==> config.mk <==
export PLATFORM = sky130hd
export DESIGN_NAME = tmsc_queue
export DESIGN_NICKNAME = d
export VERILOG_FILES = /design/src/rtl/tmsc_pkg.sv /design/src/rtl/tmsc_queue.sv
export VERILOG_INCLUDE_DIRS = /design/src /design/src/rtl
export SDC_FILE = /design/constraint.sdc
export NUM_CORES = 1
export LEC_CHECK = 0
export BUFFER_PORTS_ARGS = -buffer_cell sky130_fd_sc_hd__buf_2
export CORE_ASPECT_RATIO = 1.75
export CORE_MARGIN = 1
export CORE_UTILIZATION = 46
export DETAILED_ROUTE_END_ITERATION = 8
export PLACE_DENSITY = 0.8
export SETUP_SLACK_MARGIN = 0.05
export SLEW_MARGIN = 10
export SYNTH_ARGS = -nofsm -noshare
export SYNTH_HDL_FRONTEND = slang
export SYNTH_SLANG_ARGS = --single-unit
==> constraint.sdc <==
create_clock -name i_clk -period 3.86 [get_ports i_clk]
set_input_delay 0.193 -clock i_clk [delete_from_list [all_inputs] [get_ports i_clk]]
set_output_delay 0.193 -clock i_clk [all_outputs]
set_load 0.02 [all_outputs]
==> src/rtl/tile_map_sprite_culler_unit_assert.svh <==
// Assertion macros shared by the tile map sprite culler RTL.
// Each macro expands to one labeled concurrent assertion on a rising clock edge.
`ifndef TILE_MAP_SPRITE_CULLER_UNIT_ASSERT_SVH
`define TILE_MAP_SPRITE_CULLER_UNIT_ASSERT_SVH

// Same-cycle implication, off while reset is asserted.
`define TMSC_ASSERT_IMPLIES(label, clk, rst_n, ante, cons) \
    label: assert property (@(posedge clk) disable iff (!rst_n) (ante) |-> (cons)) \
        else $error("tmsc: implication check failed");

// Next-cycle implication, off while reset is asserted.
`define TMSC_ASSERT_NEXT(label, clk, rst_n, ante, cons) \
    label: assert property (@(posedge clk) disable iff (!rst_n) (ante) |=> (cons)) \
        else $error("tmsc: next-cycle check failed");

`endif

==> src/rtl/tmsc_pkg.sv <==
// Shared types and fixed constants of the tile map sprite culler.
// Used by tmsc_front, tmsc_queue, tmsc_back and the top level.
`default_nettype none

package tmsc_pkg;

    localparam int TILE_PX       = 16;
    localparam int TILE_SHIFT    = 4;
    localparam int ATLAS_SHIFT   = 2;
    localparam int SCREEN_WIDTH  = 640;
    localparam int SCREEN_HEIGHT = 480;
    localparam int SPRITE_GROUPS = 4;
    localparam int GROUP_SIZE    = 16;
    localparam int QUEUE_DEPTH   = 2;

    localparam int POS_W   = 16;
    localparam int TILE_W  = 8;
    localparam int GROUP_W = 2;
    localparam int SLOT_W  = 4;
    localparam int SX_W    = 11;
    localparam int SY_W    = 10;
    localparam int TEX_X_W = 6;
    localparam int TEX_Y_W = 10;
    // Screen coordinate math before culling.
    localparam int CALC_W  = 18;

    localparam logic [GROUP_W-1:0] FIRST_GROUP = GROUP_W'(1);
    localparam logic [GROUP_W-1:0] LAST_GROUP  = GROUP_W'(SPRITE_GROUPS - 1);
    localparam logic [SLOT_W-1:0]  LAST_SLOT   = SLOT_W'(GROUP_SIZE - 1);

    typedef enum logic [1:0] {
        OP_RENDER = 2'd0,
        OP_READ   = 2'd1,
        OP_WRITE  = 2'd2,
        OP_NOP    = 2'd3
    } t_op;

    typedef enum logic {
        KIND_SLOT = 1'b0,
        KIND_TILE = 1'b1
    } t_kind;

    typedef enum logic [2:0] {
        ST_CLEAR,
        ST_IDLE,
        ST_SCAN,
        ST_FILL,
        ST_READ
    } t_back_state;

    typedef struct packed {
        t_op                       op;
        logic                      in_map;
        logic signed [POS_W-1:0]   pos_x;
        logic signed [POS_W-1:0]   pos_y;
        logic        [TILE_W-1:0]  tile;
    } t_cmd;

endpackage

`default_nettype wire

==> src/rtl/tmsc_queue.sv <==
// Short command queue between the front and back stages.
// Depends on tmsc_pkg and the shared assertion macros.
`default_nettype none
`include "tile_map_sprite_culler_unit_assert.svh"

module tmsc_queue #(
    parameter int W = 47
) (
    input  logic         i_clk,
    input  logic         i_rst_n,
    input  logic         i_push,
    input  logic [W-1:0] i_data,
    output logic         o_ready,
    output logic         o_head_valid,
    output logic [W-1:0] o_head_data,
    input  logic         i_pop
);
    import tmsc_pkg::*;

    localparam int PTR_W = (QUEUE_DEPTH > 1) ? $clog2(QUEUE_DEPTH) : 1;
    localparam int CNT_W = $clog2(QUEUE_DEPTH + 1);
    localparam logic [PTR_W-1:0] LAST_PTR = PTR_W'(QUEUE_DEPTH - 1);

    logic [W-1:0]     r_mem [QUEUE_DEPTH];
    logic [PTR_W-1:0] r_wp;
    logic [PTR_W-1:0] r_rp;
    logic [CNT_W-1:0] r_count;
    logic [PTR_W-1:0] n_wp;
    logic [PTR_W-1:0] n_rp;
    logic [CNT_W-1:0] n_count;
    logic             push_ok;

    assign o_ready      = (r_count != CNT_W'(QUEUE_DEPTH));
    assign o_head_valid = (r_count != '0);
    assign o_head_data  = r_mem[r_rp];
    assign push_ok      = i_push && o_ready;

    always_comb begin
        n_wp    = r_wp;
        n_rp    = r_rp;
        n_count = r_count;
        if (push_ok) begin
            n_wp = (r_wp == LAST_PTR) ? '0 : r_wp + 1'b1;
        end
        if (i_pop) begin
            n_rp = (r_rp == LAST_PTR) ? '0 : r_rp + 1'b1;
        end
        if (push_ok && !i_pop) begin
            n_count = r_count + 1'b1;
        end else if (!push_ok && i_pop) begin
            n_count = r_count - 1'b1;
        end
    end

    always_ff @(posedge i_clk) begin
        if (!i_rst_n) begin
            r_wp    <= '0;
            r_rp    <= '0;
            r_count <= '0;
        end else begin
            r_wp    <= n_wp;
            r_rp    <= n_rp;
            r_count <= n_count;
        end
    end

    always_ff @(posedge i_clk) begin
        if (push_ok) begin
            r_mem[r_wp] <= i_data;
        end
    end

    `TMSC_ASSERT_IMPLIES(a_q_count_bound, i_clk, i_rst_n, 1'b1, r_count <= CNT_W'(QUEUE_DEPTH))
    `TMSC_ASSERT_IMPLIES(a_q_pop_nonempty, i_clk, i_rst_n, i_pop, r_count != '0)
    `TMSC_ASSERT_NEXT(a_q_pop_drains, i_clk, i_rst_n, i_pop && !push_ok, r_count == CNT_W'($past(r_count) - 1'b1))

endmodule

`default_nettype wire

### Yosys cells after proc, flatten, opt, wreduce, memory -nomap -nowiden

Memories as Yosys holds them, arrays and structs flattened. A register that Yosys moved wholly into a read port is not among the register bits.
Cells that the tools add are included.

* output and inout port bits: 49
* register bits after elaboration: 4
* RAM bits: 94
* memories kept: 1

Memories
* r_mem: words 2, width 47, rd ports 1, clocked after memory_dff 1, wr ports 1, line tmsc_queue.sv:24 `logic [W-1:0] r_mem [QUEUE_DEPTH];`

* eq/ne operators: 1
* multiplexer cells: 8
* reduce and logical (&&, ||, !) cells: 7
* add/sub/neg operators: 4

Operators by type and width (count)
* 1-bit 2-to-1 mux: 6
* 2-bit 2-to-1 mux: 2
* 2-bit nonzero test: 2
* 1-bit logical AND: 3
* 1-bit adder (second input constant): 2
* 2-bit by 1-bit adder with 2-bit output (second input constant): 1
* 1-bit zero test: 2
* 2-bit != test (second input constant): 1
* 2-bit by 1-bit subtractor with 2-bit output (second input constant): 1

### Longest topological paths before layout

* word-level depth: 6
* mapped depth: 6

### Worst setup path after synthesis

OpenSTA, ideal clock, no wires.

* path kind: flip-flop to flip-flop
* start: register r_count[0]
* end: memory r_mem[1][0], enable pin
* stages on the path, launching flop included: 3
* required time: 3451 ps
* clock period less this slack: 2159 ps
* library setup time: 409 ps
* data arrival time: 1750 ps
* setup slack: 1701 ps
* cell sequence: dfxtp_1 nand2b_4 and3_1

* word-level cells in the longest chain between the ends: 4

RTL lines
* from (decl): line tmsc_queue.sv:27 `logic [CNT_W-1:0] r_count;`
* from (signal assigned): line tmsc_queue.sv:63 `r_count <= n_count;`
* 2-bit != test: line tmsc_queue.sv:33 `assign o_ready = (r_count != CNT_W'(QUEUE_DEPTH));`
* via o_ready: line tmsc_queue.sv:13 `output logic o_ready,`
* 1-bit logical AND: line tmsc_queue.sv:36 `assign push_ok = i_push && o_ready;`
* 1-bit 2-to-1 mux: line tmsc_queue.sv:68 `if (push_ok) begin`
* 1-bit 2-to-1 mux (not written as such): line tmsc_queue.sv:69 `r_mem[r_wp] <= i_data;`
* to (decl): line tmsc_queue.sv:24

The timed path passes the listed nets, and every way through them passes these cells.

==> impl_metrics.py <==
metrics = {
    "power": {
        "p_leak_nw": 1.68,
        "power-per-cell-area_nw_per_um2": 561,
        "ir_drop_mv": 0.411,
    },
    "synth": {
        "syn_inst": 170,
        "synth_nets": 222,
        "netlist_area_um2": 3640,
        "ys_types": 20,
        "ys.flop_type": "edfxtp_1",
        "yosys_warnings": 0,
        "synth_top_area_share_pct": 77.6,
        "ys_seq_elements": 99,
        "async_flop_share_pct": 0,
        "seq_area_frac_synth_pct": 80.3,
        "synth_edf_count": 94,
        "synth.area.top_cells": "edfxtp_1 (78%), mux2_2 (15%), dfxtp_1 (2.8%), buf_6 (0.93%), and2_1 (0.69%)",
        "yosys.area.top_type": "edfxtp_1",
        "yosysMostFrequentCell": "edfxtp_1",
        "syn_area_per_cell_um2": 21.4,
        "synthTopCellsByCount": "edfxtp_1 (94), mux2_2 (47), dfxtp_1 (5)",
    },
    "detailed_routing": {
        "via_per_inst": 4.90,
        "routedWlPerCell_um": 15.6,
        "first_pass_iters": 4,
        "drtAntennaViolNets": 0,
        "drt_iter0_markers": 125,
        "vias": 1800,
        "drc": 0,
        "wirelength_um": 5710,
    },
    "timing": {
        "worst_slew_pin_slew_ns": 1.09,
        "grt_setup_unrepaired": "no",
        "max-slew-margin-rel_pct": 27.1,
        "fmax_mhz": 455,
        "skew_ns": 0.00752,
        "slew_viol_final": 0,
        "period_needed_ns": 2.20,
        "setup-tns-final_ns": 0,
        "hold_viol": 0,
        "setup-violations-final": 0,
        "fin_crit_sh_pct": 56.9,
    },
    "clocking": {
        "clkTransAtPathRegs_ns": 0.06,
        "post_cts_buffers": 0,
        "clockBufferDepth": 2,
        "htree_levels": 3,
        "clkLatencyLatePin_ns": 0.33,
        "cts_resized": 0,
        "clock_sinks": 99,
        "cts_hold_buf": 0,
        "numCtsBuffers": 9,
        "clockRootBuffer": "clkbuf_16",
        "cts_tree": "yes",
    },
    "run_status": {
        "outcome": "finished clean",
    },
    "die": {
        "start_util_pct": 47.8,
        "dieArea_um2": 8290,
        "rows": 42,
        "die_w_um": 69.2,
        "core-area_um2": 7620,
        "die_h_um": 120,
        "ios": 100,
    },
    "min_path": {
        "hold_path.class": "input port to register",
        "min_delay_path_depth": 1,
        "hp-start": "i_data[40]",
        "min_to": "r_mem[1][40]$_DFFE_PP_",
    },
    "job": {
        "cap_violations": 0,
    },
    "global_routing": {
        "grt_pass1_wl_um": 9050,
        "grt_max_degree": 48,
        "grt_use_total_pct": 14.6,
        "overflow": 0,
        "grt_pass1_vias": 1872,
        "antenna_found_initial": 0,
    },
    "placed_design": {
        "hpwl_um": 3700,
        "dp.cells": 352,
        "io_buffers": 99,
        "globalplace.congestion": 0.691,
    },
    "finish": {
        "area_growth_pct": 22.3,
        "finalNonFillerCells": 367,
        "multi_input_area_um2": 664,
        "drive_gt1_share_pct": 58.4,
        "seq_area_um2": 2920,
        "num-fill-cells": 578,
        "nets": 327,
        "antennaDiodeCount": 0,
    },
    "critical_path": {
        "max_stage_delay_ns": 1.04,
        "cp.depth": 2,
        "cp.arrival_ns": 2.00,
        "cp_num_buf_inv": 1,
        "setup.worst_path.start_class": "register",
        "endpoint_kind": "output pin",
        "cp_slowest_cell": "dfxtp_2",
        "reg2reg_from": "r_count[0]$_SDFFE_PN0P_",
        "cp_data_required_time_ns": 3.67,
        "reg2reg_to": "r_mem[1][28]$_DFFE_PP_",
        "path_cells": "mux2_2 > buf_2",
        "reg2reg_depth": 2,
        "worstPathMaxFanout": 47,
        "critPathKind": "register to output pin",
        "critical-path-top-delay-family": "flip-flops",
        "rrSetupSlack_ns": 1.99,
    },
}
-- state kept, by name, indices dropped and copies added, names as in the netlist, named ones only --
register	count
r_rp	1
r_mem	94
r_wp	1
r_count	2
-- worst max-delay path by stage --
| stage | startpoint | to | slack (ns) |
|---|---|---|---|
| after floorplan | r_count[0]$_SDFFE_PN0P_ | r_mem[1][0]$_DFFE_PP_ | 1.70 |
| after global placement | r_count[0]$_SDFFE_PN0P_ | r_mem[1][16]$_DFFE_PP_ | 1.98 |
| after detailed placement | r_count[0]$_SDFFE_PN0P_ | r_mem[1][18]$_DFFE_PP_ | 1.95 |
| after CTS | register | o_head_data[14] | 1.60 |
| after global routing | register | o_head_data[14] | 1.51 |
| final | register | o_head_data[14] | 1.66 |
-- final cells by class --
type | count | share of cell area, %
flip-flops and latches | 99 | 65.7
multi-input cells | 64 | 14.9
repair buffers | 99 | 11.1
clock buffers | 10 | 5.14
well taps | 88 | 2.47
clock inverters | 5 | 0.478
inverters | 2 | 0.169
-- worst register-to-register path, delay by kind of cell (launching register included) --
kind | cells | cell delay (ns)
AND/OR/NAND/NOR | 2 | 1.09
flip-flops | 1 | 0.38
-- cells by family (layout without fill, tap and decap cells) --
group                      Yosys count  after routing  synth area share (%)
DFF                                 99             99                  80.3
buffers and inverters                7            116                  1.48
adders and majority gates            1              1                 0.344
AOI/OAI and AO/OA                    4              4                 0.825
xor gates and xnor gates             3              3                 0.722
muxes                               47             47                  14.5
and+or+nand+nor                      9              9                  1.79
-- placed cells by master (no fill, tap or decap), types with 2 or more instances in the layout --
cell type  synthesis  final
dfxtp_1            5      4
xor2_1             2      2
clkinv_1           0      3
mux2_2            47     47
edfxtp_1          94     94
buf_2              1     99
clkbuf_16          0      9
and2_1             4      4
clkinv_2           0      2
-- report_power, final --
part           switching (mW)  internal [mW]  leakage [nW]
logic                   0.228          0.160         0.635
clock network           0.337          0.424         0.125
registers              0.0447           1.30         0.919
total                   0.610           1.89          1.68
-- per-layer routing --
| metal | up-vias | track usage (%) | wire length (um) | share of wire [%] |
|---|---|---|---|---|
| met4 | 0 | 7.65 | 78 | 1.4 |
| met2 | 54 | 25.1 | 3190 | 56 |
| met3 | 4 | 4.87 | 308 | 5.4 |
| met1 | 875 | 15.6 | 2130 | 37 |
| met5 | - | 0 | 0 | 0 |
| li1 | 867 | - | - | - |
-- per-stage QoR --
stage               hold WS [ns]  worst slack [ns]  util [%]  power [mW]  instance area [um2]
detailed placement         0.384              1.95      55.1        1.77                 4200
CTS                       0.0340              1.60      58.4        2.53                 4450
global route              0.0401              1.51      58.4        2.60                 4450
finish                    0.0480              1.66      58.4        2.50                 4450
global placement           0.383              1.98      55.1        1.75                 4200
floorplan                  0.292              1.70         -        1.63                 3640
(Power assumes the default switching activity.)
