`src/rtl/tile_map_sprite_culler_unit_assert.svh`:
```
// Assertion macros shared by the tile map sprite culler RTL.
// Each macro expands to one labeled concurrent assertion on a rising clock edge.
`ifndef TILE_MAP_SPRITE_CULLER_UNIT_ASSERT_SVH
`define TILE_MAP_SPRITE_CULLER_UNIT_ASSERT_SVH

// Same-cycle implication, off while reset is asserted.
`define TMSC_ASSERT_IMPLIES(label, clk, rst_n, ante, cons) \
    label: assert property (@(posedge clk) disable iff (!rst_n) (ante) |-> (cons)) \
        else $error("tmsc: implication check failed");

// Next-cycle implication, off while reset is asserted.
`define TMSC_ASSERT_NEXT(label, clk, rst_n, ante, cons) \
    label: assert property (@(posedge clk) disable iff (!rst_n) (ante) |=> (cons)) \
        else $error("tmsc: next-cycle check failed");

`endif

```
`src/rtl/tmsc_pkg.sv`:
```
// Shared types and fixed constants of the tile map sprite culler.
// Used by tmsc_front, tmsc_queue, tmsc_back and the top level.
`default_nettype none

package tmsc_pkg;

    localparam int TILE_PX       = 16;
    localparam int TILE_SHIFT    = 4;
    localparam int ATLAS_SHIFT   = 2;
    localparam int SCREEN_WIDTH  = 640;
    localparam int SCREEN_HEIGHT = 480;
    localparam int SPRITE_GROUPS = 4;
    localparam int GROUP_SIZE    = 16;
    localparam int QUEUE_DEPTH   = 2;

    localparam int POS_W   = 16;
    localparam int TILE_W  = 8;
    localparam int GROUP_W = 2;
    localparam int SLOT_W  = 4;
    localparam int SX_W    = 11;
    localparam int SY_W    = 10;
    localparam int TEX_X_W = 6;
    localparam int TEX_Y_W = 10;
    // Screen coordinate math before culling.
    localparam int CALC_W  = 18;

    localparam logic [GROUP_W-1:0] FIRST_GROUP = GROUP_W'(1);
    localparam logic [GROUP_W-1:0] LAST_GROUP  = GROUP_W'(SPRITE_GROUPS - 1);
    localparam logic [SLOT_W-1:0]  LAST_SLOT   = SLOT_W'(GROUP_SIZE - 1);

    typedef enum logic [1:0] {
        OP_RENDER = 2'd0,
        OP_READ   = 2'd1,
        OP_WRITE  = 2'd2,
        OP_NOP    = 2'd3
    } t_op;

    typedef enum logic {
        KIND_SLOT = 1'b0,
        KIND_TILE = 1'b1
    } t_kind;

    typedef enum logic [2:0] {
        ST_CLEAR,
        ST_IDLE,
        ST_SCAN,
        ST_FILL,
        ST_READ
    } t_back_state;

    typedef struct packed {
        t_op                       op;
        logic                      in_map;
        logic signed [POS_W-1:0]   pos_x;
        logic signed [POS_W-1:0]   pos_y;
        logic        [TILE_W-1:0]  tile;
    } t_cmd;

endpackage

`default_nettype wire

```
`src/rtl/tmsc_front.sv`:
```
// Front stage: accepts input items, maps screen points to map cells, drops no-ops.
// Depends on tmsc_pkg.
`default_nettype none

module tmsc_front #(
    parameter int MAP_WIDTH  = 64,
    parameter int MAP_HEIGHT = 32,
    parameter int ADDR_W     = 11
) (
    input  logic                              i_clk,
    input  logic                              i_rst_n,
    input  logic                              i_in_valid,
    output logic                              o_in_stall,
    input  logic [1:0]                        i_op,
    input  logic signed [tmsc_pkg::POS_W-1:0] i_pos_x,
    input  logic signed [tmsc_pkg::POS_W-1:0] i_pos_y,
    input  logic [tmsc_pkg::TILE_W-1:0]       i_tile_in,
    input  logic                              i_clearing,
    output logic                              o_push,
    output tmsc_pkg::t_cmd                    o_cmd,
    output logic [ADDR_W-1:0]                 o_addr,
    input  logic                              i_push_ready
);
    import tmsc_pkg::*;

    localparam int COL_W = (MAP_WIDTH > 1) ? $clog2(MAP_WIDTH) : 1;
    localparam int ROW_W = (MAP_HEIGHT > 1) ? $clog2(MAP_HEIGHT) : 1;
    localparam int Q_W   = POS_W + 1;

    logic              r_valid;
    logic              n_valid;
    t_cmd              r_cmd;
    logic [ADDR_W-1:0] r_addr;

    logic                  take;
    logic signed [Q_W-1:0] col_num;
    logic signed [Q_W-1:0] col_adj;
    logic signed [Q_W-1:0] col_q;
    logic signed [Q_W-1:0] row_num;
    logic signed [Q_W-1:0] row_adj;
    logic signed [Q_W-1:0] row_q;
    logic                  in_map;
    logic [ADDR_W-1:0]     map_cell;
    t_cmd                  new_cmd;

    assign o_in_stall = i_clearing || (r_valid && !i_push_ready);
    assign take       = i_in_valid && !o_in_stall;

    // Division by the tile size truncates toward zero: bias negative values first.
    always_comb begin
        col_num = {i_pos_x[POS_W-1], i_pos_x};
        col_adj = col_num[Q_W-1] ? col_num + Q_W'(TILE_PX - 1) : col_num;
        col_q   = col_adj >>> TILE_SHIFT;
        row_num = $signed(Q_W'(SCREEN_HEIGHT)) - $signed({i_pos_y[POS_W-1], i_pos_y});
        row_adj = row_num[Q_W-1] ? row_num + Q_W'(TILE_PX - 1) : row_num;
        row_q   = row_adj >>> TILE_SHIFT;
        in_map  = !col_q[Q_W-1] && (col_q < $signed(Q_W'(MAP_WIDTH)))
               && !row_q[Q_W-1] && (row_q < $signed(Q_W'(MAP_HEIGHT)));
        map_cell = ADDR_W'(ADDR_W'(row_q[ROW_W-1:0]) * ADDR_W'(MAP_WIDTH)
                   + ADDR_W'(col_q[COL_W-1:0]));
        new_cmd.op     = t_op'(i_op);
        new_cmd.in_map = in_map;
        new_cmd.pos_x  = i_pos_x;
        new_cmd.pos_y  = i_pos_y;
        new_cmd.tile   = i_tile_in;
    end

    always_comb begin
        n_valid = r_valid;
        if (r_valid && i_push_ready) begin
            n_valid = 1'b0;
        end
        if (take && (t_op'(i_op) != OP_NOP)) begin
            n_valid = 1'b1;
        end
    end

    always_ff @(posedge i_clk) begin
        if (!i_rst_n) begin
            r_valid <= 1'b0;
        end else begin
            r_valid <= n_valid;
        end
    end

    always_ff @(posedge i_clk) begin
        if (take) begin
            r_cmd  <= new_cmd;
            r_addr <= map_cell;
        end
    end

    assign o_push = r_valid;
    assign o_cmd  = r_cmd;
    assign o_addr = r_addr;

endmodule

`default_nettype wire

```
`config.mk`:
```
export PLATFORM = sky130hd
export DESIGN_NAME = tmsc_front
export DESIGN_NICKNAME = d
export VERILOG_FILES = /design/src/rtl/tile_map_sprite_culler_unit_assert.svh /design/src/rtl/tmsc_pkg.sv /design/src/rtl/tmsc_front.sv
export SDC_FILE = /design/constraint.sdc
export NUM_CORES = 1
export LEC_CHECK = 0
export BUFFER_PORTS_ARGS = -buffer_cell sky130_fd_sc_hd__buf_4
export CAP_MARGIN = 5
export CORE_ASPECT_RATIO = 1.25
export CORE_MARGIN = 4
export CORE_UTILIZATION = 35
export CTS_BUF_LIST = sky130_fd_sc_hd__clkbuf_4
export DETAILED_ROUTE_END_ITERATION = 8
export GPL_TIMING_DRIVEN = 0
export PLACE_DENSITY = 0.69
export SETUP_SLACK_MARGIN = 0.2
export SLEW_MARGIN = 5
export SYNTH_ARGS = -nofsm -noshare
export SYNTH_HDL_FRONTEND = slang
export SYNTH_SLANG_ARGS = --single-unit
```
`constraint.sdc`:
```
create_clock -name i_clk -period 5.26 [get_ports i_clk]
set_input_delay 0.789 -clock i_clk [delete_from_list [all_inputs] [get_ports i_clk]]
set_output_delay 0.789 -clock i_clk [all_outputs]
set_load 0.02 [all_outputs]
```
# Word-level counts from Yosys, hierarchy flattened
# Cells that the tools add are included.
[totals] output_inout_bits=56 inputBits=47 register_bits=55 word_cells=31
[op_classes] magnitude_cmp=2 addsub=4 n_reduce_logical=13 mux=4 n_eq_ne=1
[ops] op="17-bit 2-to-1 mux" count=2
[ops] op="16-bit by 5-bit adder with 17-bit output (second input constant)" count=1
[ops] op="17-bit by 5-bit adder with 17-bit output (second input constant)" count=1
[ops] op="10-bit by 16-bit subtractor with 17-bit output (first input constant)" count=1
[ops] op="13-bit by 7-bit < comparator with 1-bit output (second input constant)" count=1
[ops] op="13-bit by 8-bit < comparator with 1-bit output (second input constant)" count=1
[ops] op="11-bit by 6-bit adder with 11-bit output" count=1
[ops] op="1-bit logical AND" count=7
[ops] op="1-bit zero test" count=4
[ops] op="1-bit 2-to-1 mux" count=2
[ops] op="2-bit inequality test (second input constant)" count=1
[ops] op="2-bit nonzero test" count=1
[ops] op="1-bit logical OR" count=1

# Depth between registers and ports, before layout
# Gate-level depths: netlist of the first run.
[depth] ltp_word=7 ltp_mapped=11 mapped_depth_nobuf=9

# Least setup slack after synthesis of the first run
# Ideal clock, no wire load.
[synth_timing] kind="input to register" from="input i_pos_y[0] (netlist bit)" to="register r_cmd (netlist bit o_cmd[40]), data pin" arrival_time_ns=2.715 slack_ns=2.287 cell_stages=11 n_path_buf=2 required_time_ns=5.002 setup_time_ns=0.258 cell_sequence="inv_1 > ha_1 > or4b_1 > clkbuf_1 > nand2b_1 > buf_6 > or4_1 > a32oi_2 > nor3_1 > a31oi_1 > nor3_2"
[synth_via] elab_chain_len=6 word_cells_on_any_way=7 cone_classes="2 x add/sub; 1 x order compare; 1 x mux; 3 x reduce/logical"
[synth_lines] item="from (decl)" line="tmsc_front.sv:16" text="input logic signed [tmsc_pkg::POS_W-1:0] i_pos_y,"
[synth_lines] item="10-bit by 16-bit subtractor with 17-bit output (*)" line="tmsc_front.sv:54" text="row_num = $signed(Q_W'(SCREEN_HEIGHT)) - $signed({i_pos_y[POS_W-1], i_pos_y});"
[synth_lines] item="17-bit by 5-bit adder with 17-bit output" line="tmsc_front.sv:55" text="row_adj = row_num[Q_W-1] ? row_num + Q_W'(TILE_PX - 1) : row_num;"
[synth_lines] item="17-bit 2-to-1 mux (*)" line="tmsc_front.sv:55"
[synth_lines] item="parallel branches: the longest is 2 deep, another holds 13-bit by 7-bit < comparator with 1-bit output"
[synth_lines] item="1-bit logical AND (*)" line="tmsc_front.sv:58" text="&& !row_q[Q_W-1] && (row_q < $signed(Q_W'(MAP_HEIGHT)));"
[synth_lines] item="named net in_map" line="tmsc_front.sv:42" text="logic in_map;"
[synth_lines] item="to (signal assigned)" line="tmsc_front.sv:88" text="r_cmd <= new_cmd;"
[synth_lines] item="to (decl)" line="tmsc_front.sv:32" text="t_cmd r_cmd;"
# Mark *: on every way through the listed nets, which the timed path passes.
# A chain may end at the register's enable or synchronous reset.

# Worst setup path in the final report of the first run
# Same ends and word-level chain as after synthesis.

==> results by group, run 1 <==
Clock tree
  – Worst-path clk slew: 0.15 ns
  – CTS tree: done
  – Clock buffer depth: 2
  – Cts hold-fix bufs: 0
  – Postcts setup bufs: 0
  – Clock sinks: 55
  – Clk_lat worst skew: 0.37 ns
  – Num CTS Buffers: 5
  – CTS root buffer: clkbuf_4
  – Htree depth: 2
  – Post_cts resized: 0

Setup path
  – Critical Path Fanout Max: 9
  – Slowest stage delay, CP: between 0.5 and 0.6 ns
  – R2R depth: 6
  – Slowest-stage cell, CP: or4b_4
  – Cell family with most CP delay: simple AND/OR/NAND/NOR gates
  – Critical path depth: 12
  – CP Cell Sequence: buf_4 > inv_1 > ha_1 > or4b_1 > clkbuf_1 > nand2b_1 > buf_6 > a21oi_2 > or4b_4 > nand2b_4 > o31a_2 > nor3_2
  – Worst Path Buf+Inv: 4
  – CP Class: in -> reg
  – Critical Path End: o_cmd[40]
  – Worst setup EP type: flop
  – Reg-to-reg endpoint: o_push
  – Critical path launch point: i_pos_y[0]
  – Crit Reg-Reg Startpoint: o_push
  – CP required: 5.49 ns
  – Reg-to-reg setup timing slack: 3.55 ns
  – Arrival time of the worst setup path: roughly 3.3 ns
  – Startpoint Class: primary input

Global route
  – Number of global-route vias before repair: ~2000
  – Initial antenna violation count: 0
  – GRT Total Usage: 0.134
  – First-pass GRT wire length: just under 10000 µm
  – Pin count of the biggest net entering global routing: 40
  – Gr ovfl total: 0

Timing
  – Final worst slack: about 2.2 ns
  – Final hold violation count: 0
  – Period utilisation layout: 0.575
  – Worst-Margin Slew: 0.839 ns
  – Fmax: about 0.33 GHz
  – Tmin final: slightly above 3 ns
  – Max_slew headroom: 0.433
  – Final setup vio count: 0
  – Post-route clock skew: ~0.012 ns
  – TNS Setup: 0 ns
  – Slew Limit Fails: 0
  – RSZ-0062 raised after global routing: no

Floorplan
  – Height of the die: 106 µm
  – Initial core utilization: 0.362
  – Die width: between 80 and 90 µm
  – Die area: about 9100 µm²
  – Row cnt: 35
  – Number of I/O pins: 103
  – Core ar.: 7400 µm²

Synthesis
  – Netlist cell types: 54
  – YS warnings: 0
  – Cell count after synthesis: ~210
  – Post-synth top flop: edfxtp_1
  – Synthesized area: around 2700 µm²
  – Syn Area/Cell: ~13 µm²
  – Post-synth ARST share: 0
  – Syn Nets: about 260
  – Sequential fraction of the synthesis area: 0.612
  – #FFs+latches synth: 55
  – Post-synth EDFFs: 54

Finish
  – Commonest non-fill, non-tap cell in the layout: buf_4
  – Synth-to-layout area growth: 36.7%
  – Most frequent cells in the layout: buf_4, edfxtp_1, nand2_1, nor2_1
  – ANT cells: 0
  – Nets: 367
  – Layout cells sized above 1: 0.409
  – Fill cells: between 600 and 700
  – Post-Route Utilization: 0.496

Routing
  – Via Count: between 2000 and 2500
  – First drt pass iteration count: 4
  – Post-route DRC: 0
  – Routed vias/inst: just under 5
  – Wire per inst: 14.8 µm
  – ANT nets after route: 0
  – Routed wire length: between 6000 and 7000 µm
  – Starting DRT DRC Count: 62

Hold path
  – Worst Hold Class: in -> reg
  – Hold depth: 1

Place
  – Routability cong.: between 0.8 and 0.9
  – Setup Slack @ Placement: between 1.5 and 2 ns
  – IO buf count: approximately 100
  – Hpwl dp: approximately 4800 µm

Pwr
  – Pleak: approximately 1.4 nW
  – Worst IR Drop VDD: about 0.14 mV
  – Pwr Density: ~250 nW/µm²
  – Total power: slightly above 0.9 mW

Run
  – Max-Cap Viols: 0

Run status
  – Status: complete, no violations
## synthesized netlist by cell type, types with 2 or more instances
cell type | count | area [µm²]
nor4b_1 | 3 | 26.3
o21ai_0 | 11 | 55.1
nor2_1 | 13 | 48.8
o2111ai_1 | 2 | 17.5
nand3_1 | 3 | 15.0
nand2b_1 | 3 | 18.8
or3_4 | 2 | 22.5
o32ai_1 | 2 | 17.5
mux2i_1 | 4 | 40.0
edfxtp_1 | 54 | 1620
a211oi_1 | 2 | 15.0
nor2b_1 | 2 | 12.5
nor3_1 | 9 | 45.0
inv_1 | 7 | 26.3
nand2_1 | 17 | 63.8
and2_1 | 4 | 25.0
a31oi_1 | 2 | 12.5
clkbuf_1 | 2 | 7.51
and3_1 | 2 | 12.5
buf_6 | 4 | 45.0
or3_1 | 3 | 18.8
xnor2_1 | 7 | 61.3
a21oi_1 | 11 | 55.1
xor2_1 | 10 | 87.6
## power by group
part | switching (mW) | internal (mW)
registers | 0.00504 | 0.506
logic | 0.0897 | 0.0743
clock network | 0.129 | 0.106
total | 0.224 | 0.686
## worst reg2reg max path: cells and delay by family (launching register included)
family,cells,cell delay (ns)
and+or+nand+nor,3,0.72
DFF,1,0.33
AOI/OAI and AO/OA,2,0.34
buffers and inverters,1,0.28
## metal layers
metal	track usage	vias up	wire length, µm
li1	-	1011	-
met1	0.158	938	2530
met2	0.237	75	3010
met3	0.0352	9	482
met4	0.0379	0	81
met5	0	-	0
## worst min path at each step
stage,start,to,slack (ns)
after floorplan,o_push,o_push,0.72
after global placement,o_push,o_push,0.63
after detailed placement,o_push,o_push,0.65
after CTS,i_tile_in[3],o_cmd[3],0.57
after global routing,i_pos_x[0],o_cmd[24],0.56
final,i_tile_in[3],o_cmd[3],0.60
## state kept, by name, indices dropped and copies added, names as in the netlist
signal and count:
o_addr 11, o_push 1, o_cmd 43
## through the flow
step	cell area, µm²	hold WS [ns]	instances
finish	3670	0.596	412
global placement	3560	0.626	403
detailed placement	3580	0.651	404
CTS	3670	0.567	412
global route	3670	0.557	412
floorplan	2680	0.724	209
## cell families after synthesis
group / share of synthesized area
simple gates: 0.160
flops: 0.612
compound gates: 0.121
xor+xnor: 0.0555
buf+inv: 0.0322
mux: 0.0149
fa+ha+maj: 0.00466
## layout make-up
| cell class | count | area [µm²] | area share |
|---|---|---|---|
| repair buffers | 103 | 786 | 0.214 |
| clock buffers | 6 | 45.0 | 0.0123 |
| inverters | 7 | 26.3 | 0.00716 |
| flip-flops and latches | 55 | 1640 | 0.448 |
| multi-input cells | 140 | 956 | 0.261 |
| well taps | 92 | 115 | 0.0314 |
| plain buffers | 7 | 60.1 | 0.0164 |
| clock inverters | 2 | 37.5 | 0.0102 |
Note: power is estimated with default switching activity, not from simulation.
==> run 2, diff against run 1 <==
--- a/config.mk
+++ b/config.mk
@@ -13,7 +13,7 @@
 export CTS_BUF_LIST = sky130_fd_sc_hd__clkbuf_4
 export DETAILED_ROUTE_END_ITERATION = 8
 export GPL_TIMING_DRIVEN = 0
-export PLACE_DENSITY = 0.69
+export PLACE_DENSITY = 0.72
 export SETUP_SLACK_MARGIN = 0.2
 export SLEW_MARGIN = 5
 export SYNTH_ARGS = -nofsm -noshare
==> constraint.sdc (replaced) <==
create_clock -name i_clk -period 2.7 [get_ports i_clk]
set_input_delay 0.405 -clock i_clk [delete_from_list [all_inputs] [get_ports i_clk]]
set_output_delay 0.405 -clock i_clk [all_outputs]
set_load 0.02 [all_outputs]
==> run 2 against run 1 <==
- utilization up 0.19 points
- die area unchanged
- via count up 3.0%
- critical path type unchanged
- critical endpoint unchanged
- largest power group unchanged
==> results by group, run 2 (synthesis results as in run 1) <==
Pwr
  – Pwr Density: roughly 460 nW/µm²
  – Internal Pwr Total: about 1.2 mW
  – Clock Power Share: 0.216
  – Flop pwr share: 0.591
  – Switching Share: 0.267
  – Worst IR Drop VDD: 0.204 mV
  – Comb pwr share: 0.192
  – Pleak: about 1.4 nW
  – Sw Pwr: 0.450 mW

Floorplan
  – Row cnt: 35
  – Core ar.: 7400 µm²
  – Height of the die: 106 µm
  – Die width: 86.3 µm
  – Initial core utilization: 0.362
  – Die area: roughly 9100 µm²
  – Number of I/O pins: about 100

Setup path
  – CP Cell Sequence: buf_4 > inv_1 > ha_2 > or4b_1 > clkbuf_4 > nand2b_1 > buf_6 > or4_1 > a32oi_4 > nor3_1 > a31oi_1 > nor3_2
  – Slowest stage delay, CP: about 0.55 ns
  – Arrival time of the worst setup path: 2.52 ns
  – Slowest-stage cell, CP: or4_1
  – Worst setup EP type: flop
  – CP Class: in -> reg
  – Critical Path Fanout Max: 9
  – Startpoint Class: primary input
  – CP required: roughly 2.9 ns

Timing
  – Post-route clock skew: about 0.011 ns
  – Slew Limit Fails: 0
  – Max_slew headroom: 0.571
  – Period utilisation layout: 0.879
  – TNS Setup: 0 ns
  – Fmax: between 0.4 and 0.5 GHz
  – Final worst slack: about 0.33 ns
  – Worst-Margin Slew: between 0.6 and 0.7 ns
  – Tmin final: about 2.4 ns
  – RSZ-0062 raised after global routing: no
  – Final hold violation count: 0
  – Final setup vio count: 0

Finish
  – Commonest non-fill, non-tap cell in the layout: buf_4
  – Layout cells sized above 1: 0.419
  – ANT cells: 0
  – Final Instance Area: 3680 µm²
  – Nets: ~370
  – Most frequent cells in the layout: buf_4, edfxtp_1, nand2_1, nor2_1
  – Max reg flops: 43
  – Layout Cells excl Fill: 412
  – Synth-to-layout area growth: 37.2%

Clock tree
  – Clock buffer depth: 2
  – CTS tree: done
  – Clock sinks: between 50 and 60
  – CTS root buffer: clkbuf_4
  – Cts hold-fix bufs: 0
  – Worst-path clk slew: 0.16 ns
  – Num CTS Buffers: 5
  – Clk_lat worst skew: between 0.3 and 0.4 ns
  – Htree depth: 2
  – Postcts setup bufs: 0

Global route
  – GRT Total Usage: 0.132
  – Top Usage Layer GRT: met2
  – Met3 Track Usage GR: 0.0328
  – Initial antenna violation count: 0
  – M2 GR Usage: 0.232
  – Number of global-route vias before repair: between 2000 and 2500
  – Gr ovfl total: 0
  – Pin count of the biggest net entering global routing: 30
  – Met1 Use GR: 0.159
  – First-pass GRT wire length: 9640 µm

Routing
  – Routed vias/inst: approximately 5
  – ANT nets after route: 0
  – Wire per inst: 15.0 µm
  – Routed wire length: 6190 µm
  – Post-route DRC: 0
  – First drt pass iteration count: 4
  – Starting DRT DRC Count: 39
  – Via Count: ~2100

Place
  – Placed Cells: between 400 and 500
  – Setup Slack @ Placement: -0.292 ns
  – Routability cong.: 0.832
  – Post-DP Area: between 3000 and 4000 µm²
  – IO buf count: around 100
  – Hpwl dp: 4760 µm

Hold path
  – Worst Hold Class: in -> reg

Run status
  – Status: complete, no violations

Run
  – Max-Cap Viols: 0
## run 2: final cells by class
cell class | count | area [µm²]
well taps | 92 | 115
multi-input cells | 140 | 991
repair buffers | 103 | 786
clock inverters | 3 | 20.0
fillers | 685 | 3720
plain buffers | 7 | 63.8
clock buffers | 5 | 37.5
inverters | 7 | 26.3
flip-flops and latches | 55 | 1640
## run 2: metal layers
metal  vias to the layer above  part of all wire
met5                         -                 0
met4                         0             0.011
met3                         7             0.075
met2                        80              0.51
met1                       997              0.41
li1                       1009                 -
## run 2: timing repair
action,in CTS,in global routing
pin swaps,0,1
resized for setup,1,5
setup endpoints to repair,1,2
cloned,0,0
## run 2: power groups by stage
stage	Combinational [mW]	Clock (mW)	Sequential (mW)
floorplan	0.114	0	1.07
global placement	0.312	0	1.02
detailed placement	0.322	0	1.02
CTS	0.324	0.391	0.996
global route	0.352	0.411	1.00
finish	0.324	0.364	0.995
## run 2: metrics by stage
stage / power (mW) / hold WS (ns) / util
finish: 1.68 / 0.200 / 0.497
floorplan: 1.18 / 0.504 / -
global route: 1.76 / 0.164 / 0.497
detailed placement: 1.34 / 0.584 / 0.485
CTS: 1.71 / 0.179 / 0.493
global placement: 1.33 / 0.583 / 0.482
## run 2: worst paths after layout
path	start	slack (ns)	depth (start not counted)	end
worst max-delay path	i_pos_y[0]	0.33	12	o_cmd[40]
worst min-delay path	i_tile_in[1]	0.20	1	o_cmd[1]
worst max register to register	o_push	0.92	4	o_cmd[33]
worst min register to register	o_push	0.67	2	o_push
## run 2: critical path, delay by kind of cell
family	cells	cell delay, ns
fa+ha+maj	1	0.20
compound gates	2	0.49
buf+inv	4	0.49
simple gates	5	0.93
